--- src/accel_tilt_angles_top_defines.svh ---
// assertion macros for the tilt angle block
// used by accel_tilt_angles_top, expects clk and rst_n in scope
`ifndef ACCEL_TILT_ANGLES_TOP_DEFINES_SVH
`define ACCEL_TILT_ANGLES_TOP_DEFINES_SVH

// checked outside reset
`define ATA_ASSERT(lbl, prop, msg) \
  lbl: assert property (@(posedge clk) disable iff (!rst_n) prop) else $error(msg);

// checked in every cycle, reset included
`define ATA_ASSERT_ALWAYS(lbl, prop, msg) \
  lbl: assert property (@(posedge clk) prop) else $error(msg);

`endif

--- src/atg_pkg.sv ---
// widths, constants and the atan table of the tilt angle block
// no dependencies
package atg_pkg;

  localparam int RAW_W     = 16;
  localparam int AXIS_W    = 20;
  localparam int GUARD     = 8;
  localparam int NUM_W     = AXIS_W + GUARD;
  localparam int SQ_W      = 37;
  localparam int SUM_W     = SQ_W + 1;
  localparam int RAD_W     = SUM_W + 2 * GUARD;
  localparam int ROOT_W    = RAD_W / 2;
  localparam int REM_W     = ROOT_W + 3;
  localparam int CW        = NUM_W + 2;
  localparam int Z_W       = 32;
  localparam int TAB_FRAC  = 24;
  localparam int TAB_LEN   = 24;
  localparam int OUT_W     = 15;
  localparam int RC_W      = 2;
  localparam int CFG_IDX_W = 3;
  localparam int CFG_DAT_W = 16;

  localparam logic [CFG_IDX_W-1:0] REG_RANGE    = 3'd0;
  localparam logic [CFG_IDX_W-1:0] REG_OFFSET_X = 3'd1;
  localparam logic [CFG_IDX_W-1:0] REG_OFFSET_Y = 3'd2;
  localparam logic [CFG_IDX_W-1:0] REG_OFFSET_Z = 3'd3;

  localparam logic [RC_W-1:0]         RANGE_RST    = 2'd1;
  localparam logic signed [RAW_W-1:0] OFFSET_X_RST = 16'sd0;
  localparam logic signed [RAW_W-1:0] OFFSET_Y_RST = 16'sd328;
  localparam logic signed [RAW_W-1:0] OFFSET_Z_RST = 16'sd164;

  localparam logic signed [Z_W-1:0] ATAN_TAB [TAB_LEN] = '{
    32'sd754974720, 32'sd445687602, 32'sd235489088, 32'sd119537938,
    32'sd60000934,  32'sd30029717,  32'sd15018523,  32'sd7509720,
    32'sd3754917,   32'sd1877466,   32'sd938734,    32'sd469367,
    32'sd234684,    32'sd117342,    32'sd58671,     32'sd29335,
    32'sd14668,     32'sd7334,      32'sd3667,      32'sd1833,
    32'sd917,       32'sd458,       32'sd229,       32'sd115
  };

  typedef struct packed {
    logic adv;
    logic vld;
  } pipe_ctl_t;

endpackage

--- src/atg_isqrt.sv ---
// pipelined integer square root, one result bit per stage, numerator carried along
// depends on atg_pkg
module atg_isqrt (
  input  logic                               clk,
  input  logic                               rst_n,
  input  atg_pkg::pipe_ctl_t                 ctl,
  input  logic [atg_pkg::RAD_W-1:0]          rad_in,
  input  logic signed [atg_pkg::NUM_W-1:0]   num_in,
  output logic                               vld_out,
  output logic [atg_pkg::ROOT_W-1:0]         root_out,
  output logic signed [atg_pkg::NUM_W-1:0]   num_out
);

  localparam int N = atg_pkg::ROOT_W;

  logic [atg_pkg::RAD_W-1:0]        rad_r  [N-1];
  logic [atg_pkg::REM_W-1:0]        rem_r  [N-1];
  logic [atg_pkg::ROOT_W-1:0]       root_r [N];
  logic signed [atg_pkg::NUM_W-1:0] num_r  [N];
  logic                             vld_r  [N];

  for (genvar k = 0; k < N; k++) begin : g_stg
    logic [atg_pkg::RAD_W-1:0]        rad_i;
    logic [atg_pkg::REM_W-1:0]        rem_i, rem_sh, trial;
    logic [atg_pkg::ROOT_W-1:0]       root_i;
    logic signed [atg_pkg::NUM_W-1:0] num_i;
    logic                             vld_i, ge;

    if (k == 0) begin : g_first
      assign rad_i  = rad_in;
      assign rem_i  = '0;
      assign root_i = '0;
      assign num_i  = num_in;
      assign vld_i  = ctl.vld;
    end else begin : g_next
      assign rad_i  = rad_r[k-1];
      assign rem_i  = rem_r[k-1];
      assign root_i = root_r[k-1];
      assign num_i  = num_r[k-1];
      assign vld_i  = vld_r[k-1];
    end

    assign rem_sh = {rem_i[atg_pkg::REM_W-3:0], rad_i[atg_pkg::RAD_W-1 -: 2]};
    assign trial  = {1'b0, root_i, 2'b01};
    assign ge     = (rem_sh >= trial);

    always_ff @(posedge clk) begin
      if (!rst_n) begin
        vld_r[k] <= 1'b0;
      end else if (ctl.adv) begin
        vld_r[k] <= vld_i;
      end
    end

    always_ff @(posedge clk) begin
      if (ctl.adv) begin
        root_r[k] <= {root_i[atg_pkg::ROOT_W-2:0], ge};
        num_r[k]  <= num_i;
      end
    end

    if (k < N - 1) begin : g_carry
      always_ff @(posedge clk) begin
        if (ctl.adv) begin
          rad_r[k] <= {rad_i[atg_pkg::RAD_W-3:0], 2'b00};
          rem_r[k] <= ge ? (rem_sh - trial) : rem_sh;
        end
      end
    end
  end

  assign vld_out  = vld_r[N-1];
  assign root_out = root_r[N-1];
  assign num_out  = num_r[N-1];

endmodule

--- config.mk ---
export PLATFORM = sky130hd
export DESIGN_NAME = atg_isqrt
export DESIGN_NICKNAME = d
export VERILOG_FILES = /design/src/accel_tilt_angles_top_defines.svh /design/src/atg_pkg.sv /design/src/atg_isqrt.sv
export SDC_FILE = /design/constraint.sdc
export NUM_CORES = 2
export LEC_CHECK = 0
export BUFFER_PORTS_ARGS = -buffer_cell sky130_fd_sc_hd__buf_2
export CAP_MARGIN = 40
export CORE_UTILIZATION = 55
export CTS_CLUSTER_SIZE = 16
export DETAILED_ROUTE_END_ITERATION = 6
export PLACE_DENSITY = 0.71
export SLEW_MARGIN = 20
export SYNTH_ARGS = -nofsm -noshare
export SYNTH_HDL_FRONTEND = slang
export SYNTH_SLANG_ARGS = --single-unit
--- constraint.sdc ---
create_clock -name clk -period 3.88 [get_ports clk]
set_clock_uncertainty 0.1 [all_clocks]
set_input_delay 0.776 -clock clk [delete_from_list [all_inputs] [get_ports clk]]
set_output_delay 0.776 -clock clk [all_outputs]
set_load 0.05 [all_outputs]
-- Word-level counts from Yosys, hierarchy flattened
Memory sizes are Yosys's and may differ from the RTL's.
Index checks and enable logic that the tools add are counted.
- register bits: 0
- latch bits: 0
- memory bits (writable): 3644
- memory bits (read-only): 0
- input port bits: 86
- word-level logic and storage cells: 143
- memories: 5
- add/subtract/negate cells: 26
- $mul: 0
- div/mod/pow operators: 0
- $lt $le $gt $ge: 27
- equal/unequal tests: 0
- shifts and indexed selects: 0
- multiplexer cells: 58
- bitwise logic cells: 27
- reductions and logical operators: 0
- memory list (memory ; depth ; bits a word ; rd ports ; clocked after Yosys merged registers in ; wr ports ; line ; text):
    rad_r ; 26 ; 52 ; 26 ; 0 ; 26 ; atg_isqrt.sv:16 ; logic [atg_pkg::RAD_W-1:0] rad_r [N-1];
    rem_r ; 26 ; 30 ; 26 ; 0 ; 26 ; atg_isqrt.sv:17 ; logic [atg_pkg::REM_W-1:0] rem_r [N-1];
    num_r ; 27 ; 28 ; 27 ; 0 ; 27 ; atg_isqrt.sv:19 ; logic signed [atg_pkg::NUM_W-1:0] num_r [N];
    root_r ; 27 ; 27 ; 27 ; 0 ; 27 ; atg_isqrt.sv:18 ; logic [atg_pkg::ROOT_W-1:0] root_r [N];
    vld_r ; 27 ; 1 ; 27 ; 0 ; 27 ; atg_isqrt.sv:20 ; logic vld_r [N];
- operators with widths (cell ; count):
    >= comparator 30 x 29 -> 1 bit ; 26
    2-to-1 mux 30 bit ; 26
    subtractor 30 x 29 -> 30 bit ; 25
    2-to-1 mux 1 bit ; 32
    bitwise OR 1 bit ; 27
    subtractor 2 x 1 -> 3 bit (second input constant) ; 1
    >= comparator 2 x 1 -> 1 bit (second input constant) ; 1

-- Longest topological paths before layout
- depth in word-level cells: 4
- gate-level depth with buffers: 14
- depth with buffers taken out: 12

-- Worst setup path before layout
Ideal clock, no wire load.
- kind: reg-to-reg
- start point: memory rem_r[0][101] (netlist name)
- end point: memory rem_r[1][23] (netlist name), data pin
- arrival time: 3.011 ns
- setup slack: 0.496 ns
- cell stages (with the launch flop): 10
- buffers on the path: 0
- cell sequence: edfxtp_1 -> or4_4 -> nor4b_2 -> or4b_4 -> or4_4 -> or3b_1 -> and3b_4 -> nand2_4 -> nor4b_1 -> xor2_1
- RTL lines (what ; line):
    start: declaration ; atg_isqrt.sv:17

==> metrics.txt <==
# TYPE chip_impl_metric gauge
chip_impl_metric{name="placement_rows",unit=""} 160
chip_impl_metric{name="synth_cell_area",unit="um2"} 106000
chip_impl_metric{name="seqPwrFrac",unit=""} 0.503
chip_impl_metric{name="area.growth.synth_to_final",unit="%"} 13.0
chip_impl_metric{name="cp.arrival",unit="ns"} 4.16
chip_impl_metric{name="min_period_over_period",unit=""} 0.943
chip_impl_info{name="critPathCaptureType",value="register"} 1
chip_impl_info{name="synthFlopType",value="edfxtp_1"} 1
chip_impl_metric{name="gr-usage-met1",unit=""} 0.247
chip_impl_metric{name="cts.htree.levels",unit=""} 5
chip_impl_metric{name="start_util",unit=""} 0.555
chip_impl_metric{name="remaining_drc_errors",unit=""} 0
chip_impl_metric{name="hpwl",unit="um"} 123000
chip_impl_info{name="worst_path_dominant_cell_family",value="compound AO/OA/AOI/OAI gates"} 1
chip_impl_metric{name="fp.dieArea",unit="um2"} 194000
chip_impl_metric{name="setup-tns-final",unit="ns"} 0
chip_impl_metric{name="place.gp.congestion",unit=""} 0.900
chip_impl_metric{name="async_reset_ff_frac",unit=""} 0
chip_impl_metric{name="detail_route.wirelength",unit="um"} 184000
chip_impl_info{name="root_buffer",value="clkbuf_16"} 1
chip_impl_metric{name="fin_worst_setup_slack",unit="ns"} 0.221
chip_impl_info{name="gr-max-usage-layer",value="met2"} 1
chip_impl_metric{name="wl_per_cell",unit="um"} 17.9
chip_impl_metric{name="grt_max_degree",unit=""} 168
chip_impl_metric{name="achievable-frequency",unit="GHz"} 0.273
chip_impl_metric{name="power_frac_clock",unit=""} 0.345
chip_impl_metric{name="cts-buffers-inserted",unit=""} 279
chip_impl_metric{name="max_cap_viol_count",unit=""} 0
chip_impl_metric{name="synth_fp_nets",unit=""} 7592
chip_impl_metric{name="detail_route.vias_per_cell",unit=""} 5.51
chip_impl_metric{name="power.share.combinational",unit=""} 0.153
chip_impl_info{name="timing.critical_path.from_type",value="register"} 1
chip_impl_metric{name="report.final.slew_viol_count",unit=""} 0
chip_impl_metric{name="post-route-util",unit=""} 0.628
chip_impl_metric{name="worst_setup_hold_path_clk_slew",unit="ns"} 0.06
chip_impl_metric{name="p_per_area",unit="nW/um2"} 593
chip_impl_metric{name="critPathMaxStageDelay",unit="ns"} 0.56
chip_impl_info{name="grt_setup_unrepaired",value="no"} 1
chip_impl_info{name="crit_slowest_cell",value="a2111oi_1"} 1
chip_impl_metric{name="layout.nets",unit=""} 8079
chip_impl_metric{name="gr-usage-met2",unit=""} 0.323
chip_impl_metric{name="detail-route-antenna-nets",unit=""} 0
chip_impl_metric{name="grt_overflow",unit=""} 0
chip_impl_metric{name="core_area",unit="um2"} 191000
chip_impl_info{name="layout.cells.most_common_list",value="edfxtp_1, inv_1, a21oi_1"} 1
chip_impl_metric{name="synth.yosys.seq_area_share",unit=""} 0.725
chip_impl_metric{name="drive_gt1_frac",unit=""} 0.0959
chip_impl_metric{name="cts_num_sinks",unit=""} 2554
chip_impl_metric{name="ir_drop",unit="mV"} 0.559
chip_impl_metric{name="route.vias.total",unit=""} 56600
chip_impl_metric{name="grt_antenna_before_repair",unit=""} 3
chip_impl_metric{name="finalCriticalPeriod",unit="ns"} 3.66
chip_impl_metric{name="detailedRoute.firstIterationViolations",unit=""} 4232
chip_impl_metric{name="grt_first_pass_wirelength",unit="um"} 294000
chip_impl_metric{name="post_synth.cell_area_avg",unit="um2"} 14.9
chip_impl_metric{name="synth-edff-count",unit=""} 2553
chip_impl_metric{name="io-pin-count",unit=""} 142
chip_impl_metric{name="number_of_global_route_vias_before_repair",unit=""} 56100
chip_impl_info{name="outcome",value="completed"} 1
chip_impl_metric{name="cp_max_fo",unit=""} 5
chip_impl_metric{name="final-hold-violation-count",unit=""} 0
chip_impl_metric{name="placement.io_buffers",unit=""} 141
chip_impl_metric{name="power_switching",unit="uW"} 17800
chip_impl_info{name="path_class",value="register to register"} 1
chip_impl_metric{name="die_h",unit="um"} 441
chip_impl_metric{name="postCtsSetupRepairBufs",unit=""} 0
chip_impl_info{name="cts_tree",value="yes"} 1
chip_impl_metric{name="required",unit="ns"} 4.39
chip_impl_info{name="layout_commonest_cell",value="edfxtp_1"} 1
chip_impl_metric{name="netlist-cell-type-count",unit=""} 91
chip_impl_metric{name="die-width",unit="um"} 441
chip_impl_metric{name="ys_seq_elements",unit=""} 2554
chip_impl_metric{name="setup-violations-final",unit=""} 0
chip_impl_metric{name="worst-path-buf-inv",unit=""} 1
chip_impl_info{name="class_of_the_tightest_hold_or_removal_check",value="input pin to register"} 1
chip_impl_metric{name="static-leakage-power",unit="uW"} 0.0449
chip_impl_metric{name="syn_inst",unit=""} 7099
chip_impl_metric{name="clock_tree.buffer_depth",unit=""} 4
chip_impl_metric{name="detailedPlace.worstSlack",unit="ns"} 0.195
chip_impl_metric{name="intPower",unit="uW"} 53100
chip_impl_metric{name="yosys_warn_count",unit=""} 0
chip_impl_metric{name="drt_first_pass_iters",unit=""} 6
chip_impl_metric{name="switching_power_share_of_the_total",unit=""} 0.251
chip_impl_metric{name="gr-usage-met3",unit=""} 0.0297
chip_impl_info{name="path_cells",value="ha_1 -> nor3_1 -> a211oi_1 -> a31oi_1 -> o21ai_0 -> a2111oi_1 -> buf_4 -> nor3_1 -> a211oi_1 -> nand2b_1 -> xnor2_1"} 1
chip_impl_metric{name="grt.total_usage",unit=""} 0.190
chip_impl_metric{name="worst_pin_slew",unit="ns"} 1.07
chip_impl_metric{name="clock_insertion_delay_worst_skew",unit="ns"} 0.92
chip_impl_metric{name="relSlewSlack",unit=""} 0.287
[worst reg2reg max path, stage by stage, from the launching register on]
cell       delay, ns
edfxtp_1        0.39
ha_1            0.40
nor3_1          0.23
a211oi_1        0.10
a31oi_1         0.40
o21ai_0         0.34
a2111oi_1       0.56
buf_4           0.19
nor3_1          0.06
a211oi_1        0.36
nand2b_1        0.12
xnor2_1         0.13
[final timing paths]
kind                                   start             to  slack (ns)  cells past startpoint
worst max-delay path            rem_r[4][61]  rem_r[4][113]        0.22                     11
worst max register to register  rem_r[4][61]  rem_r[4][113]        0.22                     11
worst min register to register  num_r[5][20]   num_r[6][20]        0.29                      0
worst min-delay path              rad_in[52]    rem_r[0][0]        0.07                      2
[power by group through the flow]
stage	clock (uW)	sequential (uW)	combinational [uW]
after floorplan	0	35600	7700
after global placement	0	36100	10500
after detailed placement	0	36200	10700
after CTS	25200	35700	10800
after global routing	26100	35900	12000
final	24400	35600	10800
[sequential cells by signal, summed over array words and instances, names as in the netlist]
signal and flops:
num_r 756, vld_r 27, rad_r 702, root_r 378, rem_r 691
[cell families after synthesis]
family	Yosys count	share of synthesized area
compound gates	1234	0.0722
fa+ha+maj	407	0.0481
flops	2554	0.725
mux	69	0.00731
buf+inv	616	0.0220
other cells	1	0.0000354
xor+xnor	590	0.0488
simple gates	1628	0.0767
[timing repair]
item	4_1_cts	5_1_grt
gates resized for setup	0	7
hold buffers	81	0
hold endpoints to repair	81	0
setup endpoints to repair	0	47
[area by class of cell]
cell class              count  area, um2
inverters                 483       1810
fillers                 13900      71000
clock inverters           116        970
clock buffers             336       7370
diodes                      2       5.00
repair buffers            339       2780
flip-flops and latches   2554      76700
multi-input cells        3929      26900
well taps                2511       3140
[cells in the mapped netlist, types with 9 or more instances]
library cell	n	area (um2)
a31oi_1	30	188
clkbuf_1	111	417
nand3b_1	27	203
or3_1	41	257
nor2_1	442	1660
a211o_1	11	96.3
o211ai_1	29	218
o21ai_0	260	1300
a21o_1	160	1200
o2111ai_1	13	114
nand3_1	121	606
ha_1	407	5090
and3_1	58	363
nor3b_1	14	105
o41ai_1	11	96.3
a21boi_0	14	105
buf_1	13	48.8
xnor2_1	333	2920
o31ai_1	26	195
edfxtp_1	2553	76700
o21bai_1	33	248
a2111oi_0	11	96.3
xor2_1	257	2250
or4_1	35	263
o31a_1	13	114
nand2_1	344	1290
nand4_1	82	513
nand2b_1	92	576
inv_1	481	1810
a211oi_1	30	225
nor2b_1	56	350
nor4_1	86	538
a21oi_1	449	2250
mux2_2	66	743
a31o_2	12	105
o21a_1	71	533
and2_1	15	93.8
nor3_1	146	731
nand4b_1	9	78.8
or2_2	28	175
[metrics by stage]
step | hold slack [ns] | std cells | total power (uW) | cell area, um2
after floorplan | 0.300 | 7099 | 43300 | 106000
after global placement | 0.300 | 9734 | 46600 | 110000
after detailed placement | 0.305 | 9734 | 46900 | 110000
after CTS | 0.00172 | 10300 | 71600 | 120000
after global routing | 0.0181 | 10300 | 74100 | 120000
final | 0.0688 | 10300 | 70900 | 120000
[per-layer routing]
metal,vias up,wire (um)
li1,27500,-
met1,27300,79400
met2,1265,91300
met3,428,7630
met4,4,6050
met5,-,27
Note: power is estimated with default switching activity, not from simulation.
