--- src/accel_tilt_angles_top_defines.svh ---
// assertion macros for the tilt angle block
// used by accel_tilt_angles_top, expects clk and rst_n in scope
`ifndef ACCEL_TILT_ANGLES_TOP_DEFINES_SVH
`define ACCEL_TILT_ANGLES_TOP_DEFINES_SVH

// checked outside reset
`define ATA_ASSERT(lbl, prop, msg) \
  lbl: assert property (@(posedge clk) disable iff (!rst_n) prop) else $error(msg);

// checked in every cycle, reset included
`define ATA_ASSERT_ALWAYS(lbl, prop, msg) \
  lbl: assert property (@(posedge clk) prop) else $error(msg);

`endif

--- src/atg_pkg.sv ---
// widths, constants and the atan table of the tilt angle block
// no dependencies
package atg_pkg;

  localparam int RAW_W     = 16;
  localparam int AXIS_W    = 20;
  localparam int GUARD     = 8;
  localparam int NUM_W     = AXIS_W + GUARD;
  localparam int SQ_W      = 37;
  localparam int SUM_W     = SQ_W + 1;
  localparam int RAD_W     = SUM_W + 2 * GUARD;
  localparam int ROOT_W    = RAD_W / 2;
  localparam int REM_W     = ROOT_W + 3;
  localparam int CW        = NUM_W + 2;
  localparam int Z_W       = 32;
  localparam int TAB_FRAC  = 24;
  localparam int TAB_LEN   = 24;
  localparam int OUT_W     = 15;
  localparam int RC_W      = 2;
  localparam int CFG_IDX_W = 3;
  localparam int CFG_DAT_W = 16;

  localparam logic [CFG_IDX_W-1:0] REG_RANGE    = 3'd0;
  localparam logic [CFG_IDX_W-1:0] REG_OFFSET_X = 3'd1;
  localparam logic [CFG_IDX_W-1:0] REG_OFFSET_Y = 3'd2;
  localparam logic [CFG_IDX_W-1:0] REG_OFFSET_Z = 3'd3;

  localparam logic [RC_W-1:0]         RANGE_RST    = 2'd1;
  localparam logic signed [RAW_W-1:0] OFFSET_X_RST = 16'sd0;
  localparam logic signed [RAW_W-1:0] OFFSET_Y_RST = 16'sd328;
  localparam logic signed [RAW_W-1:0] OFFSET_Z_RST = 16'sd164;

  localparam logic signed [Z_W-1:0] ATAN_TAB [TAB_LEN] = '{
    32'sd754974720, 32'sd445687602, 32'sd235489088, 32'sd119537938,
    32'sd60000934,  32'sd30029717,  32'sd15018523,  32'sd7509720,
    32'sd3754917,   32'sd1877466,   32'sd938734,    32'sd469367,
    32'sd234684,    32'sd117342,    32'sd58671,     32'sd29335,
    32'sd14668,     32'sd7334,      32'sd3667,      32'sd1833,
    32'sd917,       32'sd458,       32'sd229,       32'sd115
  };

  typedef struct packed {
    logic adv;
    logic vld;
  } pipe_ctl_t;

endpackage

--- src/atg_front.sv ---
// front end: axis scaling and offset, squares, radicands and numerators
// depends on atg_pkg
module atg_front (
  input  logic                                clk,
  input  logic                                rst_n,
  input  atg_pkg::pipe_ctl_t                  ctl,
  input  logic signed [atg_pkg::RAW_W-1:0]    raw_x,
  input  logic signed [atg_pkg::RAW_W-1:0]    raw_y,
  input  logic signed [atg_pkg::RAW_W-1:0]    raw_z,
  input  logic [atg_pkg::RC_W-1:0]            range_code,
  input  logic signed [atg_pkg::RAW_W-1:0]    offset_x,
  input  logic signed [atg_pkg::RAW_W-1:0]    offset_y,
  input  logic signed [atg_pkg::RAW_W-1:0]    offset_z,
  output logic                                vld_out,
  output logic [atg_pkg::RAD_W-1:0]           rad_roll,
  output logic [atg_pkg::RAD_W-1:0]           rad_pitch,
  output logic signed [atg_pkg::NUM_W-1:0]    num_roll,
  output logic signed [atg_pkg::NUM_W-1:0]    num_pitch
);

  logic signed [atg_pkg::AXIS_W-1:0] ax_r, ay_r, az_r;
  logic [atg_pkg::SQ_W-1:0]          sqx_r, sqy_r, sqz_r;
  logic signed [atg_pkg::NUM_W-1:0]  nr_r, np_r, nr2_r, np2_r;
  logic [atg_pkg::RAD_W-1:0]         radr_r, radp_r;
  logic                              v1_r, v2_r, v3_r;

  logic signed [2*atg_pkg::AXIS_W-1:0] px, py, pz;
  logic signed [atg_pkg::AXIS_W-1:0]   nax;
  logic [atg_pkg::SUM_W-1:0]           sum_r_nxt, sum_p_nxt;

  assign px  = ax_r * ax_r;
  assign py  = ay_r * ay_r;
  assign pz  = az_r * az_r;
  assign nax = -ax_r;
  assign sum_r_nxt = atg_pkg::SUM_W'(sqy_r) + atg_pkg::SUM_W'(sqz_r);
  assign sum_p_nxt = atg_pkg::SUM_W'(sqx_r) + atg_pkg::SUM_W'(sqz_r);

  always_ff @(posedge clk) begin
    if (!rst_n) begin
      v1_r <= 1'b0;
      v2_r <= 1'b0;
      v3_r <= 1'b0;
    end else if (ctl.adv) begin
      v1_r <= ctl.vld;
      v2_r <= v1_r;
      v3_r <= v2_r;
    end
  end

  always_ff @(posedge clk) begin
    if (ctl.adv) begin
      ax_r   <= (atg_pkg::AXIS_W'(raw_x) <<< range_code) + atg_pkg::AXIS_W'(offset_x);
      ay_r   <= (atg_pkg::AXIS_W'(raw_y) <<< range_code) + atg_pkg::AXIS_W'(offset_y);
      az_r   <= (atg_pkg::AXIS_W'(raw_z) <<< range_code) + atg_pkg::AXIS_W'(offset_z);
      sqx_r  <= px[atg_pkg::SQ_W-1:0];
      sqy_r  <= py[atg_pkg::SQ_W-1:0];
      sqz_r  <= pz[atg_pkg::SQ_W-1:0];
      nr_r   <= {nax, {atg_pkg::GUARD{1'b0}}};
      np_r   <= {ay_r, {atg_pkg::GUARD{1'b0}}};
      nr2_r  <= nr_r;
      np2_r  <= np_r;
      radr_r <= {sum_r_nxt, {(2*atg_pkg::GUARD){1'b0}}};
      radp_r <= {sum_p_nxt, {(2*atg_pkg::GUARD){1'b0}}};
    end
  end

  assign vld_out   = v3_r;
  assign rad_roll  = radr_r;
  assign rad_pitch = radp_r;
  assign num_roll  = nr2_r;
  assign num_pitch = np2_r;

endmodule

--- config.mk ---
export PLATFORM = sky130hd
export DESIGN_NAME = atg_front
export DESIGN_NICKNAME = d
export VERILOG_FILES = /design/src/accel_tilt_angles_top_defines.svh /design/src/atg_pkg.sv /design/src/atg_front.sv
export SDC_FILE = /design/constraint.sdc
export NUM_CORES = 2
export LEC_CHECK = 0
export ABC_AREA = 1
export BUFFER_PORTS_ARGS = -buffer_cell sky130_fd_sc_hd__buf_2
export CORE_MARGIN = 1.5
export CORE_UTILIZATION = 55
export CTS_BUF_LIST = sky130_fd_sc_hd__clkbuf_8
export DETAILED_ROUTE_END_ITERATION = 16
export PLACE_DENSITY = 0.78
export SLEW_MARGIN = 20
export SYNTH_ARGS = -nofsm -noshare
export SYNTH_HDL_FRONTEND = slang
export SYNTH_SLANG_ARGS = --single-unit
--- constraint.sdc ---
create_clock -name clk -period 8.26 [get_ports clk]
set_input_delay 0 -clock clk [delete_from_list [all_inputs] [get_ports clk]]
set_output_delay 0 -clock clk [all_outputs]
set_load 0.01 [all_outputs]
# Word level (Yosys, flattened, before mapping)
# Cells that the tools add are included.
# op_classes
add_sub_neg	6
mul	3
div	0
order_cmp	0
eq_ne	0
shift	3
muxes	0
bitwise_logic	0
n_reduce_logical	0
# ops
op	n
$mul 20x20->37	3
$add 37x37->38	2
$add 20x16->20	3
$sshl 16x2->20	3
$neg 20->20	1
# word_totals
reg_bits	330
latch_bits	0
mem_bits_rw	0
mem_bits_ro	0
inputBits	102
output_inout_bits	165
elab_cells	27
mem_count	0

# Depth between registers and ports, before layout
# depth
ltp_word	2
ltp_mapped	29
mapped_depth_nobuf	27

# Worst setup path before layout
# OpenSTA, ideal clock, no wires.
# synth_path
kind	register to register
start	reg ax_r[8] (netlist name)
end	reg sqx_r[27] (netlist name) (data pin)
setup_time_ns	0.259
t_arrival_ns	6.082
t_required_ns	8.001
path_slack_ns	1.919
stages_incl_launch_ff	26
path_buffers	2
period_less_slack_ns	6.341
path_cell_list	edfxtp_1 clkbuf_1 buf_1 nand2_1 fa_1 inv_1 fa_1 inv_1 fa_1 inv_1 fa_1 inv_1 fa_1 inv_1 fa_1 inv_1 fa_1 inv_1 ha_1 a21oi_1 nor2_1 o21ai_0 nand2_1 nand2_1 nand3b_1 xor2_1
# synth_via
elab_chain_cells	1
# synth_lines
element	line_no	text
start, declared	atg_front.sv:21	logic signed [atg_pkg::AXIS_W-1:0] ax_r, ay_r, az_r;
start signal, assigned	atg_front.sv:52	ax_r <= (atg_pkg::AXIS_W'(raw_x) <<< range_code) + atg_pkg::AXIS_W'(offset_x);
$mul 20x20->37	atg_front.sv:31	assign px = ax_r * ax_r;
named net px (one bit)	atg_front.sv:27	logic signed [2*atg_pkg::AXIS_W-1:0] px, py, pz;
end signal, assigned	atg_front.sv:55	sqx_r <= px[atg_pkg::SQ_W-1:0];
end, declared	atg_front.sv:22	logic [atg_pkg::SQ_W-1:0] sqx_r, sqy_r, sqz_r;
# The timed path passes the listed nets, and every way through them passes these cells.
# A chain may end at the register's enable or synchronous reset.

# Worst setup path after layout
# layout_path
start	reg az_r[19] (netlist name)
end	reg sqz_r[29] (netlist name) (data pin)
# layout_via
elab_chain_cells	1
# layout_lines
element	line_no	text
start, declared	atg_front.sv:21	
start signal, assigned	atg_front.sv:54	az_r <= (atg_pkg::AXIS_W'(raw_z) <<< range_code) + atg_pkg::AXIS_W'(offset_z);
$mul 20x20->37	atg_front.sv:33	assign pz = az_r * az_r;
named net pz (one bit)	atg_front.sv:27	
end signal, assigned	atg_front.sv:57	sqz_r <= pz[atg_pkg::SQ_W-1:0];
end, declared	atg_front.sv:22	
# The timed path passes the listed nets, and every way through them passes these cells.

==> results.txt <==
----------------------------------------------------
[Status]
  Status ... complete, no violations

[Logic synthesis]
  Synthesized instance count ... 7034
  Top post-synthesis cells by area ... sky130_fd_sc_hd__fa_1 (36%), sky130_fd_sc_hd__edfxtp_1 (16%), sky130_fd_sc_hd__inv_1 (12%)
  Dominant register cell in the synthesized netlist ... sky130_fd_sc_hd__edfxtp_1
  Yosys top cell by area ... sky130_fd_sc_hd__fa_1
  Synth async-reset ratio ... 0%
  Number of warnings reported in the yosys synthesis log ... 0
  Top-area cell type share of the netlist area ... 36.2%
  Proportion of synthesized chip area in sequential cells ... 16.3%
  Syn Std Cell Area ... 0.0598 sq mm
  #FFs+latches synth ... 325
  Mean post-synth cell area ... 8.50 sq um
  Count of unique library cells instantiated by Yosys ... 53
  Number of flops mapped to enable cells by yosys ... 322

[Finish]
  Layout cells sized above 1 ... 5.75%
  NumNets Final ... 8916
  Leading cell type in the layout, fill and taps excluded ... sky130_fd_sc_hd__inv_1
  Count of filler cells inserted in the layout ... 9286
  Area occupied by registers ... 0.00973 sq mm
  Non-filler instance count after layout ... 8741
  Signed area change from the synthesized netlist to the final layout ... 7.43%
  Most frequent cells in the layout ... sky130_fd_sc_hd__inv_1 (1960), sky130_fd_sc_hd__nand2_1 (1487), sky130_fd_sc_hd__fa_1 (1083)
  Area taken by multi-input logic gates ... 0.0420 sq mm

[STA]
  Final Slew Violations ... 0
  RSZ-0062 raised after global routing ... no
  Max transition margin ... 25.2%
  Final Hold Violating Endpoints ... 0
  Highest achievable clock rate ... 138 MHz
  Transition time at the pin with the least slew margin ... 1.12 ns
  Post-route fraction of the period consumed by the critical path ... 87.8%
  Max Clock Skew ... 0.0563 ns
  Worst hold margin ... 0.0682 ns
  Final setup fails ... 0
  Summed negative setup slack over all endpoints ... 0 ns
  Minimum period implied by the final worst setup slack ... 7.25 ns

[Route]
  Via density per instance ... 5.27
  DRC ... 0
  Overall routed net length ... 157 mm
  Length of the first detailed-routing pass in iterations ... 8
  Via total after detailed routing ... 46100
  DRC marker count from the first detailed-route iteration ... 3727
  Final antenna-violating net count ... 0
  Wirelength per Cell ... 17.9 um

[Global route]
  Global-route wire length before repair ... 253 mm
  Number of global-route vias before repair ... 49000
  Aggregate global-route resource usage ... 29.0%
  Maximum number of pins on one net before global-route repair ... 86
  Antenna violations before repair ... 5
  Global route overflow ... 0

[Worst setup path]
  Launching point of the worst reg2reg path ... az_r[19]
  Slowest library cell on the worst path ... sky130_fd_sc_hd__edfxtp_1
  Setup slack, reg-to-reg ... 1.01 ns
  Kind of cell adding the most delay to the critical path ... adder cells
  CP endpoint kind ... flip-flop
  Worst-case reg-to-reg path depth ... 19
  Worst setup path category ... reg2reg
  Cell with the most instances on the worst path ... sky130_fd_sc_hd__fa_1
  Series of cell instances along the critical path ... inv_1 -> or2_2 -> fa_1 -> inv_1 -> fa_1 -> fa_1 -> fa_1 -> fa_1 -> fa_1 -> inv_1 -> fa_1 -> inv_1 -> ha_1 -> a21oi_1 -> a21boi_0 -> a21boi_0 -> nand3_1 -> nand2_1 -> nand2_1
  WP data required ... 8.73 ns
  Buffer and inverter count on the worst path ... 4
  Critical path arrival ... 7.72 ns
  Type of element launching the critical path ... flip-flop
  Critical register-to-register path endpoint ... sqz_r[29]
  Stage delay of the slowest cell on the critical path ... 0.88 ns
  Critical path fanouts, max ... 23

[Placement]
  IO Port Bufs ... 218
  Placer Congestion ... 0.978
  Cell total after placement ... 8558
  Post-DP HPWL ... 133 mm

[Clock tree]
  TritonCTS buffer count ... 55
  Count of clock tree sinks ... 325
  H-tree depth reported by CTS ... 2
  Clock tree from TritonCTS ... done
  CTS-repair resized insts ... 0
  Quantity of hold-fixing buffers added after cts ... 82
  Clock root buffer master ... sky130_fd_sc_hd__clkbuf_8
  Max Buffers Root-to-Sink ... 3
  Buffers inserted during post-CTS setup optimization ... 0
  Clock latency at the later pin of the worst-skew pair ... 0.74 ns
  Clock-pin slew reported for the worst setup and hold paths after clock tree synthesis ... 0.08 ns

[Floorplanning]
  Top-Level Pins ... 267
  Height of the die ... 333 um
  Die area ... 0.111 sq mm
  Initial cell density of the core ... 55.6%
  Placeable core area ... 0.108 sq mm
  Number of rows created at floorplan ... 120
  Die Width ... 333 um

[Worst hold path]
  Type of the tightest min-delay check ... in2reg
  Hold path depth ... 6
  Min-Delay Startpoint ... raw_z[1]
  Worst Hold Endpoint ... az_r[1]

[Run]
  Count of maximum capacitance violations ... 0

----------------------------------------------------
## state kept, by name (all words and copies together), names as in the netlist
register / cells
az_r: 20
ay_r: 20
num_pitch: 20
sqz_r: 36
np_r: 19
vld_out: 1
sqy_r: 36
v2_r: 1
nr_r: 19
ax_r: 20
rad_pitch: 38
rad_roll: 38
v1_r: 1
sqx_r: 36
num_roll: 20
## logic make-up (layout without fill, tap and decap cells)
kind of cell	after synthesis	count (layout)	synth area share (%)
XOR/XNOR	207	207	3.03
other	1	49	0.00627
AO/OA/AOI/OAI	524	524	5.03
flip-flops	325	325	16.3
AND/OR/NAND/NOR	2247	2247	15.3
buffers and inverters	2138	2394	13.7
adder cells (fa/ha/maj)	1520	1520	45.4
multiplexers	72	72	1.20
## Yosys cell counts, types with 3 or more instances
cell	n
sky130_fd_sc_hd__a21boi_0	6
sky130_fd_sc_hd__a21boi_2	3
sky130_fd_sc_hd__a21o_1	29
sky130_fd_sc_hd__a21oi_1	248
sky130_fd_sc_hd__a31o_2	3
sky130_fd_sc_hd__a31oi_1	8
sky130_fd_sc_hd__and2_1	3
sky130_fd_sc_hd__buf_1	16
sky130_fd_sc_hd__buf_2	13
sky130_fd_sc_hd__buf_4	48
sky130_fd_sc_hd__clkbuf_1	111
sky130_fd_sc_hd__dfxtp_1	3
sky130_fd_sc_hd__edfxtp_1	322
sky130_fd_sc_hd__fa_1	1083
sky130_fd_sc_hd__ha_1	437
sky130_fd_sc_hd__inv_1	1946
sky130_fd_sc_hd__mux2i_1	72
sky130_fd_sc_hd__nand2_1	1487
sky130_fd_sc_hd__nand2_2	18
sky130_fd_sc_hd__nand3_1	208
sky130_fd_sc_hd__nand3_2	4
sky130_fd_sc_hd__nand3b_1	15
sky130_fd_sc_hd__nand4_1	46
sky130_fd_sc_hd__nor2_1	378
sky130_fd_sc_hd__nor2_2	7
sky130_fd_sc_hd__nor3_1	44
sky130_fd_sc_hd__nor3_2	10
sky130_fd_sc_hd__nor4_1	8
sky130_fd_sc_hd__o21a_1	14
sky130_fd_sc_hd__o21ai_0	152
sky130_fd_sc_hd__o21ai_1	6
sky130_fd_sc_hd__o21bai_1	37
sky130_fd_sc_hd__o21bai_2	3
sky130_fd_sc_hd__or2_2	13
sky130_fd_sc_hd__xnor2_1	40
sky130_fd_sc_hd__xor2_1	167
## final cells by class
class	instances	area share [%]
multi-input cells	4618	65.4
diodes	1	0.00389
clock buffers	55	1.18
repair buffers	344	3.52
clock inverters	45	0.604
flip-flops and latches	325	15.1
inverters	1950	11.4
well taps	1403	2.73
## metal layers
metal	global-route usage (%)	wire, um	part of all wire [%]
met1	37.5	63500	40
met2	49.8	76100	49
met3	3.94	11100	7.1
met4	10.7	6070	3.9
met5	0	34	0.022
## worst min-delay path: cells and delay by family
family / cells / cell delay [ns]
buffers and inverters: 3 / 0.22
muxes: 1 / 0.15
adders and majority gates: 1 / 0.15
and+or+nand+nor: 1 / 0.08
## stage by stage
stage	area, sq um	util (%)	worst slack, ns
after floorplan	60000	-	1.92
after global placement	62300	57.9	1.17
after global routing	64300	59.8	0.630
after CTS	64300	59.8	1.09
final	64300	59.8	1.01
after detailed placement	62300	57.9	1.09
## worst max-delay path by stage
stage / from / end / slack, ns / depth (start not counted)
floorplan: ax_r[8] / sqx_r[27] / 1.92 / 25
global placement: ax_r[4] / sqx_r[23] / 1.17 / 23
detailed placement: ax_r[5] / sqx_r[36] / 1.09 / 23
CTS: ax_r[5] / sqx_r[36] / 1.09 / 23
global route: az_r[19] / sqz_r[35] / 0.63 / 21
finish: az_r[19] / sqz_r[29] / 1.01 / 19
Power is left out: the tool's default activity adds up to more than one toggle a clock period on the data nets, which glitch-free logic cannot reach.
