**config.mk**
```make
export PLATFORM = sky130hd
export DESIGN_NAME = atg_cordic
export DESIGN_NICKNAME = d
export VERILOG_FILES = /design/src/accel_tilt_angles_top_defines.svh /design/src/atg_pkg.sv /design/src/atg_cordic.sv
export SDC_FILE = /design/constraint.sdc
export NUM_CORES = 2
export LEC_CHECK = 0
export BUFFER_PORTS_ARGS = -buffer_cell sky130_fd_sc_hd__buf_2
export CAP_MARGIN = 20
export CORE_ASPECT_RATIO = 1.4
export CORE_UTILIZATION = 55
export CTS_CLUSTER_DIAMETER = 50
export DETAILED_ROUTE_END_ITERATION = 7
export PLACE_DENSITY = 0.72
export SYNTH_ARGS = -nofsm -noshare
export SYNTH_HDL_FRONTEND = slang
export SYNTH_SLANG_ARGS = --single-unit
export TNS_END_PERCENT = 10
```
**constraint.sdc**
```tcl
create_clock -name clk -period 5.7 [get_ports clk]
set_input_delay 0.57 -clock clk [delete_from_list [all_inputs] [get_ports clk]]
set_output_delay 0.57 -clock clk [all_outputs]
set_load 0.05 [all_outputs]
```
**src/accel_tilt_angles_top_defines.svh**
```systemverilog
// assertion macros for the tilt angle block
// used by accel_tilt_angles_top, expects clk and rst_n in scope
`ifndef ACCEL_TILT_ANGLES_TOP_DEFINES_SVH
`define ACCEL_TILT_ANGLES_TOP_DEFINES_SVH

// checked outside reset
`define ATA_ASSERT(lbl, prop, msg) \
  lbl: assert property (@(posedge clk) disable iff (!rst_n) prop) else $error(msg);

// checked in every cycle, reset included
`define ATA_ASSERT_ALWAYS(lbl, prop, msg) \
  lbl: assert property (@(posedge clk) prop) else $error(msg);

`endif

```
**src/atg_pkg.sv**
```systemverilog
// widths, constants and the atan table of the tilt angle block
// no dependencies
package atg_pkg;

  localparam int RAW_W     = 16;
  localparam int AXIS_W    = 20;
  localparam int GUARD     = 8;
  localparam int NUM_W     = AXIS_W + GUARD;
  localparam int SQ_W      = 37;
  localparam int SUM_W     = SQ_W + 1;
  localparam int RAD_W     = SUM_W + 2 * GUARD;
  localparam int ROOT_W    = RAD_W / 2;
  localparam int REM_W     = ROOT_W + 3;
  localparam int CW        = NUM_W + 2;
  localparam int Z_W       = 32;
  localparam int TAB_FRAC  = 24;
  localparam int TAB_LEN   = 24;
  localparam int OUT_W     = 15;
  localparam int RC_W      = 2;
  localparam int CFG_IDX_W = 3;
  localparam int CFG_DAT_W = 16;

  localparam logic [CFG_IDX_W-1:0] REG_RANGE    = 3'd0;
  localparam logic [CFG_IDX_W-1:0] REG_OFFSET_X = 3'd1;
  localparam logic [CFG_IDX_W-1:0] REG_OFFSET_Y = 3'd2;
  localparam logic [CFG_IDX_W-1:0] REG_OFFSET_Z = 3'd3;

  localparam logic [RC_W-1:0]         RANGE_RST    = 2'd1;
  localparam logic signed [RAW_W-1:0] OFFSET_X_RST = 16'sd0;
  localparam logic signed [RAW_W-1:0] OFFSET_Y_RST = 16'sd328;
  localparam logic signed [RAW_W-1:0] OFFSET_Z_RST = 16'sd164;

  localparam logic signed [Z_W-1:0] ATAN_TAB [TAB_LEN] = '{
    32'sd754974720, 32'sd445687602, 32'sd235489088, 32'sd119537938,
    32'sd60000934,  32'sd30029717,  32'sd15018523,  32'sd7509720,
    32'sd3754917,   32'sd1877466,   32'sd938734,    32'sd469367,
    32'sd234684,    32'sd117342,    32'sd58671,     32'sd29335,
    32'sd14668,     32'sd7334,      32'sd3667,      32'sd1833,
    32'sd917,       32'sd458,       32'sd229,       32'sd115
  };

  typedef struct packed {
    logic adv;
    logic vld;
  } pipe_ctl_t;

endpackage

```
**src/atg_cordic.sv**
```systemverilog
// pipelined vectoring cordic, one rotation per stage, then rounding and saturation
// depends on atg_pkg
module atg_cordic #(
  parameter int STAGES          = 16,
  parameter int ANGLE_FRAC_BITS = 7
) (
  input  logic                               clk,
  input  logic                               rst_n,
  input  atg_pkg::pipe_ctl_t                 ctl,
  input  logic [atg_pkg::ROOT_W-1:0]         den,
  input  logic signed [atg_pkg::NUM_W-1:0]   num,
  output logic                               vld_out,
  output logic signed [atg_pkg::OUT_W-1:0]   angle
);

  localparam int SH = atg_pkg::TAB_FRAC - ANGLE_FRAC_BITS;
  localparam logic signed [atg_pkg::Z_W-1:0] HALF  = atg_pkg::Z_W'(1) <<< (SH - 1);
  localparam logic signed [atg_pkg::Z_W-1:0] LIMIT = atg_pkg::Z_W'(90) <<< ANGLE_FRAC_BITS;

  logic signed [atg_pkg::CW-1:0]  x_r [STAGES-1];
  logic signed [atg_pkg::CW-1:0]  y_r [STAGES-1];
  logic signed [atg_pkg::Z_W-1:0] z_r [STAGES];
  logic                           dz_r  [STAGES];
  logic                           neg_r [STAGES];
  logic                           nz_r  [STAGES];
  logic                           vld_r [STAGES];

  logic signed [atg_pkg::OUT_W-1:0] ang_r;
  logic                             ovld_r;

  for (genvar k = 0; k < STAGES; k++) begin : g_stg
    logic signed [atg_pkg::CW-1:0]  x_i, y_i, xs, ys;
    logic signed [atg_pkg::Z_W-1:0] z_i;
    logic                           dz_i, neg_i, nz_i, vld_i;

    if (k == 0) begin : g_first
      assign x_i   = atg_pkg::CW'({1'b0, den});
      assign y_i   = atg_pkg::CW'(num);
      assign z_i   = '0;
      assign dz_i  = (den == '0);
      assign neg_i = num[atg_pkg::NUM_W-1];
      assign nz_i  = (num != '0);
      assign vld_i = ctl.vld;
    end else begin : g_next
      assign x_i   = x_r[k-1];
      assign y_i   = y_r[k-1];
      assign z_i   = z_r[k-1];
      assign dz_i  = dz_r[k-1];
      assign neg_i = neg_r[k-1];
      assign nz_i  = nz_r[k-1];
      assign vld_i = vld_r[k-1];
    end

    assign xs = x_i >>> k;
    assign ys = y_i >>> k;

    always_ff @(posedge clk) begin
      if (!rst_n) begin
        vld_r[k] <= 1'b0;
      end else if (ctl.adv) begin
        vld_r[k] <= vld_i;
      end
    end

    always_ff @(posedge clk) begin
      if (ctl.adv) begin
        z_r[k]   <= y_i[atg_pkg::CW-1] ? (z_i - atg_pkg::ATAN_TAB[k])
                                       : (z_i + atg_pkg::ATAN_TAB[k]);
        dz_r[k]  <= dz_i;
        neg_r[k] <= neg_i;
        nz_r[k]  <= nz_i;
      end
    end

    if (k < STAGES - 1) begin : g_xy
      always_ff @(posedge clk) begin
        if (ctl.adv) begin
          x_r[k] <= y_i[atg_pkg::CW-1] ? (x_i - ys) : (x_i + ys);
          y_r[k] <= y_i[atg_pkg::CW-1] ? (y_i + xs) : (y_i - xs);
        end
      end
    end
  end

  logic signed [atg_pkg::Z_W-1:0] zr, r, ang_nxt;

  always_comb begin
    zr = z_r[STAGES-1] + HALF;
    r  = zr >>> SH;
    if (dz_r[STAGES-1]) begin
      ang_nxt = !nz_r[STAGES-1] ? '0 : (neg_r[STAGES-1] ? -LIMIT : LIMIT);
    end else if (r > LIMIT) begin
      ang_nxt = LIMIT;
    end else if (r < -LIMIT) begin
      ang_nxt = -LIMIT;
    end else begin
      ang_nxt = r;
    end
  end

  always_ff @(posedge clk) begin
    if (!rst_n) begin
      ovld_r <= 1'b0;
    end else if (ctl.adv) begin
      ovld_r <= vld_r[STAGES-1];
    end
  end

  always_ff @(posedge clk) begin
    if (ctl.adv) begin
      ang_r <= ang_nxt[atg_pkg::OUT_W-1:0];
    end
  end

  assign vld_out = ovld_r;
  assign angle   = ang_r;

endmodule

```
# [After elaboration in Yosys (flattened, before gate mapping)]
# Memory sizes are Yosys's and may differ from the RTL's. A register that Yosys moved wholly into a read port is not among the register bits.
# Cells that the tools add are included.
[word_totals] mem_bits_rw=1476 reg_bits=15 mem_count=7 out_inout_bits=16 inputBits=59
[op_classes] mux=72 add_sub_neg=90 n_bitwise=16 reduce_logical=3 order_cmp=2
[memory_table] name="z_r" depth=16 word_bits=32 read_ports=16 rd_clocked_by_memory_dff=0 wr=16 line="atg_cordic.sv:22" rtl="logic signed [atg_pkg::Z_W-1:0] z_r [STAGES];"
[memory_table] name="x_r" depth=15 word_bits=30 read_ports=14 rd_clocked_by_memory_dff=0 wr=15 line="atg_cordic.sv:20" rtl="logic signed [atg_pkg::CW-1:0] x_r [STAGES-1];"
[memory_table] name="y_r" depth=15 word_bits=30 read_ports=15 rd_clocked_by_memory_dff=0 wr=15 line="atg_cordic.sv:21" rtl="logic signed [atg_pkg::CW-1:0] y_r [STAGES-1];"
[memory_table] name="dz_r" depth=16 word_bits=1 read_ports=16 rd_clocked_by_memory_dff=0 wr=16 line="atg_cordic.sv:23" rtl="logic dz_r [STAGES];"
[memory_table] name="neg_r" depth=16 word_bits=1 read_ports=16 rd_clocked_by_memory_dff=0 wr=16 line="atg_cordic.sv:24" rtl="logic neg_r [STAGES];"
[memory_table] name="nz_r" depth=16 word_bits=1 read_ports=16 rd_clocked_by_memory_dff=0 wr=16 line="atg_cordic.sv:25" rtl="logic nz_r [STAGES];"
[memory_table] name="+1 memories"
[op_table] cell="2-to-1 mux 30 bit" count=30
[op_table] cell="2-to-1 mux 32 bit" count=16
[op_table] cell="2-to-1 mux 15 bit" count=5
[op_table] cell="adder 32 x 18 -> 32 bit, second input constant" count=2
[op_table] cell="adder 30 x 16 -> 30 bit" count=2
[op_table] cell="adder 30 x 17 -> 30 bit" count=2
[op_table] cell="adder 30 x 18 -> 30 bit" count=2
[op_table] cell="adder 30 x 19 -> 30 bit" count=2
[op_table] cell="adder 30 x 20 -> 30 bit" count=2
[op_table] cell="adder 30 x 21 -> 30 bit" count=2
[op_table] cell="adder 30 x 22 -> 30 bit" count=2
[op_table] cell="adder 30 x 23 -> 30 bit" count=2
[op_table] cell="adder 30 x 24 -> 30 bit" count=2
[op_table] cell="adder 30 x 25 -> 30 bit" count=2
[op_table] cell="adder 30 x 26 -> 30 bit" count=2
[op_table] cell="adder 30 x 27 -> 30 bit" count=2
[op_table] cell="adder 30 x 28 -> 30 bit" count=2
[op_table] cell="adder 30 x 29 -> 30 bit" count=2
[op_table] cell="subtractor 30 x 16 -> 30 bit" count=2
[op_table] cell="subtractor 30 x 17 -> 30 bit" count=2
[op_table] cell="subtractor 30 x 18 -> 30 bit" count=2
[op_table] cell="subtractor 30 x 19 -> 30 bit" count=2
[op_table] cell="subtractor 30 x 20 -> 30 bit" count=2
[op_table] cell="subtractor 30 x 21 -> 30 bit" count=2
[op_table] cell="other kinds (46)" count=90

# [Depth between registers and ports, before layout]
# An unclocked memory read counts as a cell.
[logic_depth] depth_word=6 depth_mapped=20 ltp_nobuf=19

# [Least setup slack after synthesis]
# OpenSTA, ideal clock, no wires.
[synth_timing] kind="register to register" start="memory y_r[0][192] in the netlist's numbering" end="memory x_r[0][239] in the netlist's numbering, data pin" required_time_ps=5439 slack_ps=1253 stages_incl_launch_ff=20 arrival_ps=4186 path_buffers=1 path_cell_list="edfxtp_1 > nor3_1 > nand2_1 > nor4_1 > and2_1 > nand2_1 > or4_1 > clkbuf_1 > nor2_1 > nor2_1 > xnor2_1 > ha_1 > a21oi_1 > o21ai_0 > nand2_1 > o21ai_0 > or4b_2 > a31oi_1 > o21ai_0 > xnor2_1"
[synth_lines] item="start, declared" line="atg_cordic.sv:21"
[synth_lines] item="end, declared" line="atg_cordic.sv:20"

==> out/results.tsv <==
stage	metric	value	unit
yosys	sequential fraction of the synthesis area	34.9	%
sta	achievable clock frequency	189	MHz
yosys	Ys Warns	0	
yosys	fraction of registers with async set/reset	0	%
worst_setup_path	worst reg2reg endpoint	x_r[1][29]$_DFFE_PP_	
routing	ANT nets after route	0	
clocking	Root Driver	clkbuf_16	
global_routing	largest net degree at the start of global routing	204	
global_routing	vias in the first global route	89540	
routing	wire per inst	20.0	um
routing	first-pass detailed-route iteration total	6	
sta	final setup TNS	0	ns
worst_setup_path	r2r startpoint	y_r[0][224]$_DFFE_PP_	
yosys	most area-consuming cells after synthesis	edfxtp_1 (35%), ha_1 (15%), xnor2_1 (7.9%), a21oi_1 (5.3%), xor2_1 (4.3%)	
global_routing	Total GRT Usage	27.7	%
clocking	Reg clk slew, reported paths	0.06	ns
yosys	Synth Instances	12022	
floorplan	row cnt	197	
place	Placer Congestion	0.963	
sta	max-slew violation count	0	
yosys	post-synth top area share	34.9	%
floorplan	die width	387	um
cells_and_area	share of cells above drive strength 1	4.37	%
clocking	clk sinks	1327	
cells_and_area	Post-Layout Cell Count	14962	
sta	RSZ-0062 raised after global routing	false	
yosys	main flop type after synthesis	edfxtp_1	
worst_setup_path	Reg2Reg Setup Slack	0.42	ns
worst_hold_path	min-delay src	rst_n	
routing	drt initial violations	5609	
worst_setup_path	CP arrival	5.79	ns
cells_and_area	nets	13625	
floorplan	Die Ht	541	um
floorplan	Initial Utilization	55.4	%
clocking	CTS H-tree lvls	4	
worst_setup_path	CP dominant cell by count	a21oi_1	
floorplan	die area	209000	um2
clocking	PostCTS Resize Cnt	0	
worst_setup_path	Startpoint Class	register	
worst_setup_path	Worst path slowest cell	a2111oi_0	
yosys	Synth Cell Area	114000	um2
yosys	syn nets	13494	
worst_setup_path	crit-path max FO	5	
global_routing	global-route wire length before repair	471	mm
yosys	Netlist cell types	91	
run_status	status	complete, no violations	
routing	total number of vias	91242	
sta	pin slew with the least headroom to its limit	1.26	ns
floorplan	# IOs	75	
place	I/O Buffers	74	
worst_setup_path	CP Data Required Time	6.22	ns
cells_and_area	area grow syn2layout	8.11	%
place	HPWL after DPL	238	mm
routing	WL final	299	mm
yosys	leading area contributor after synthesis	edfxtp_1	
sta	Setup Viol. Count Final	0	
sta	Worst Skew	0.0631	ns
sta	Max-slew headroom	15.7	%
routing	DR vias/cell	6.10	
global_routing	initial antenna violation count	3	
clocking	TritonCTS clock tree	yes	
worst_setup_path	slowest stage delay, CP	0.70	ns
sta	minimum clock period	5.28	ns
worst_hold_path	Worst Hold Path EP	vld_out$_SDFFE_PN0P_	
clocking	CTS Buffer Depth	4	
floorplan	Core ar.	206000	um2
sta	crit share post-route	92.6	%
sta	Final Hold Vio Count	0	
yosys	EDFF count, synth	1325	
routing	Post-route DRC	0	
worst_setup_path	critical path, cell by cell	nor4_1 -> nand2b_1 -> nor3b_1 -> and2_1 -> a21oi_1 -> xnor2_1 -> ha_1 -> a21o_1 -> a21oi_1 -> o21bai_1 -> nor2_1 -> a21oi_1 -> o221ai_1 -> o41ai_1 -> mux2i_1 -> a2111oi_0	
worst_setup_path	Crit Path Class	register to register	
job	MaxCap Viol Count	0	
place	dpl cells	14668	
clocking	Num CTS Buffers	168	
yosys	synthesized flop and latch total	1327	
yosys	Syn Area/Cell	9.48	um2
worst_hold_path	HP Class	primary input to register	
worst_setup_path	CP Capture Type	register	
worst_setup_path	reg2reg path depth	16	
clocking	clock latency on the worst-skew pair	0.84	ns
global_routing	Overflow after GRT	0	
worst_hold_path	hold path depth	2	
[stage by stage]
step	instance area, um2	util, %	setup slack, ns	hold slack, ns
final	123000	59.9	0.422	0.115
after global routing	123000	59.9	0.000171	0.118
after CTS	123000	59.9	0.447	0.0499
after detailed placement	118000	57.2	0.537	0.405
after global placement	118000	57.2	0.632	0.401
after floorplan	114000	-	1.25	0.400
[how the worst max path moves through the flow]
stage | cells past startpoint | from | end | slack [ns]
2_1_floorplan | 19 | y_r[0][192]$_DFFE_PP_ | x_r[0][239]$_DFFE_PP_ | 1.25
3_3_place_gp | 16 | y_r[0][224]$_DFFE_PP_ | x_r[1][29]$_DFFE_PP_ | 0.63
3_5_place_dp | 16 | y_r[0][224]$_DFFE_PP_ | x_r[1][29]$_DFFE_PP_ | 0.54
4_1_cts | 16 | y_r[0][224]$_DFFE_PP_ | x_r[1][29]$_DFFE_PP_ | 0.45
5_1_grt | 16 | y_r[0][224]$_DFFE_PP_ | x_r[1][29]$_DFFE_PP_ | 0.0002
6_report | 16 | y_r[0][224]$_DFFE_PP_ | x_r[1][29]$_DFFE_PP_ | 0.42
[cell type report]
| class | instances | area (um2) |
|---|---|---|
| fill | 17401 | 82600 |
| multi-input combinational | 9921 | 71200 |
| sequential | 1327 | 39800 |
| clock buffer | 185 | 4330 |
| tap | 2686 | 3360 |
| inverter | 578 | 2170 |
| clock inverter | 107 | 1190 |
| timing repair buffer | 157 | 1110 |
| antenna | 1 | 2.50 |
[cells by family (layout without fill, tap and decap cells)]
group,count (synthesis),in the layout,share of synthesized area [%]
AO/OA/AOI/OAI,3480,3480,19.5
buffers and inverters,774,1027,2.57
adder cells (fa/ha/maj),1413,1413,15.8
flip-flops,1327,1327,34.9
AND/OR/NAND/NOR,3370,3370,14.4
multiplexers,73,73,0.678
other,1,2,0.00329
XOR/XNOR,1584,1584,12.2
[cell usage after synthesis, types with 28 or more instances]
library cell,number
a21boi_0,30
o21bai_1,171
a21oi_1,1197
a21o_1,559
mux2i_1,39
and2_1,88
clkbuf_1,158
nand2_1,619
nand4_1,112
o41ai_1,43
mux2_2,34
xor2_1,558
fa_1,43
nor2_1,1133
a211oi_1,109
o21ai_0,534
nand3_1,196
o31ai_1,69
and3_1,159
or2_2,36
inv_1,572
nor4_1,116
a221oi_1,32
o21a_1,188
a211o_1,30
a31oi_1,152
nand2b_1,159
nor2b_1,198
or3_1,62
a2111oi_0,36
or4_1,40
edfxtp_1,1325
ha_1,1370
xnor2_1,1026
buf_1,32
nor3_1,328
o31a_1,28
o211ai_1,68
[sequential cells by signal, summed over array words and instances (netlist names)]
register and cells:
y_r 420, dz_r 16, vld_r 16, vld_out 1, x_r 404, nz_r 16, angle 15, neg_r 16
z_r 423
[cell usage in the layout, fill, tap and decap left out, types with 74 or more instances in the layout]
cell	n
a211oi_1	109
a21o_1	559
a21oi_1	1197
a31oi_1	152
and2_1	88
and3_1	159
buf_4	74
clkbuf_16	171
edfxtp_1	1325
ha_1	1370
inv_1	572
nand2_1	619
nand2b_1	159
nand3_1	196
nand4_1	112
nor2_1	1133
nor2b_1	198
nor3_1	328
nor4_1	116
o21a_1	188
o21ai_0	534
o21bai_1	171
xnor2_1	1026
xor2_1	558
[layer usage]
| layer | routed length [um] | up-vias | GRT usage (%) |
|---|---|---|---|
| li1 | - | 44806 | - |
| met1 | 116000 | 43513 | 30.7 |
| met2 | 153000 | 2153 | 51.3 |
| met3 | 10700 | 770 | 2.63 |
| met4 | 19100 | 0 | 16.4 |
| met5 | 0 | - | 0 |
[repair_timing]
| action | 4_1_cts | 5_1_grt |
|---|---|---|
| hold buffers | 1 | 0 |
| endpoints found under the hold margin | 1 | 0 |
| buffers inserted | 0 | 0 |
| endpoints found under the setup margin | 0 | 0 |
[worst max-delay path, delay by kind of cell, from the launching register on]
family | cells | cell delay [ns]
muxes | 1 | 0.16
and+or+nand+nor | 5 | 1.28
adders and majority gates | 1 | 0.37
DFF | 1 | 0.52
xor gates and xnor gates | 1 | 0.19
AOI/OAI and AO/OA | 8 | 2.44
Power is not shown: default switching activity piles up to over one toggle a cycle in this logic, so the estimate is an artifact.
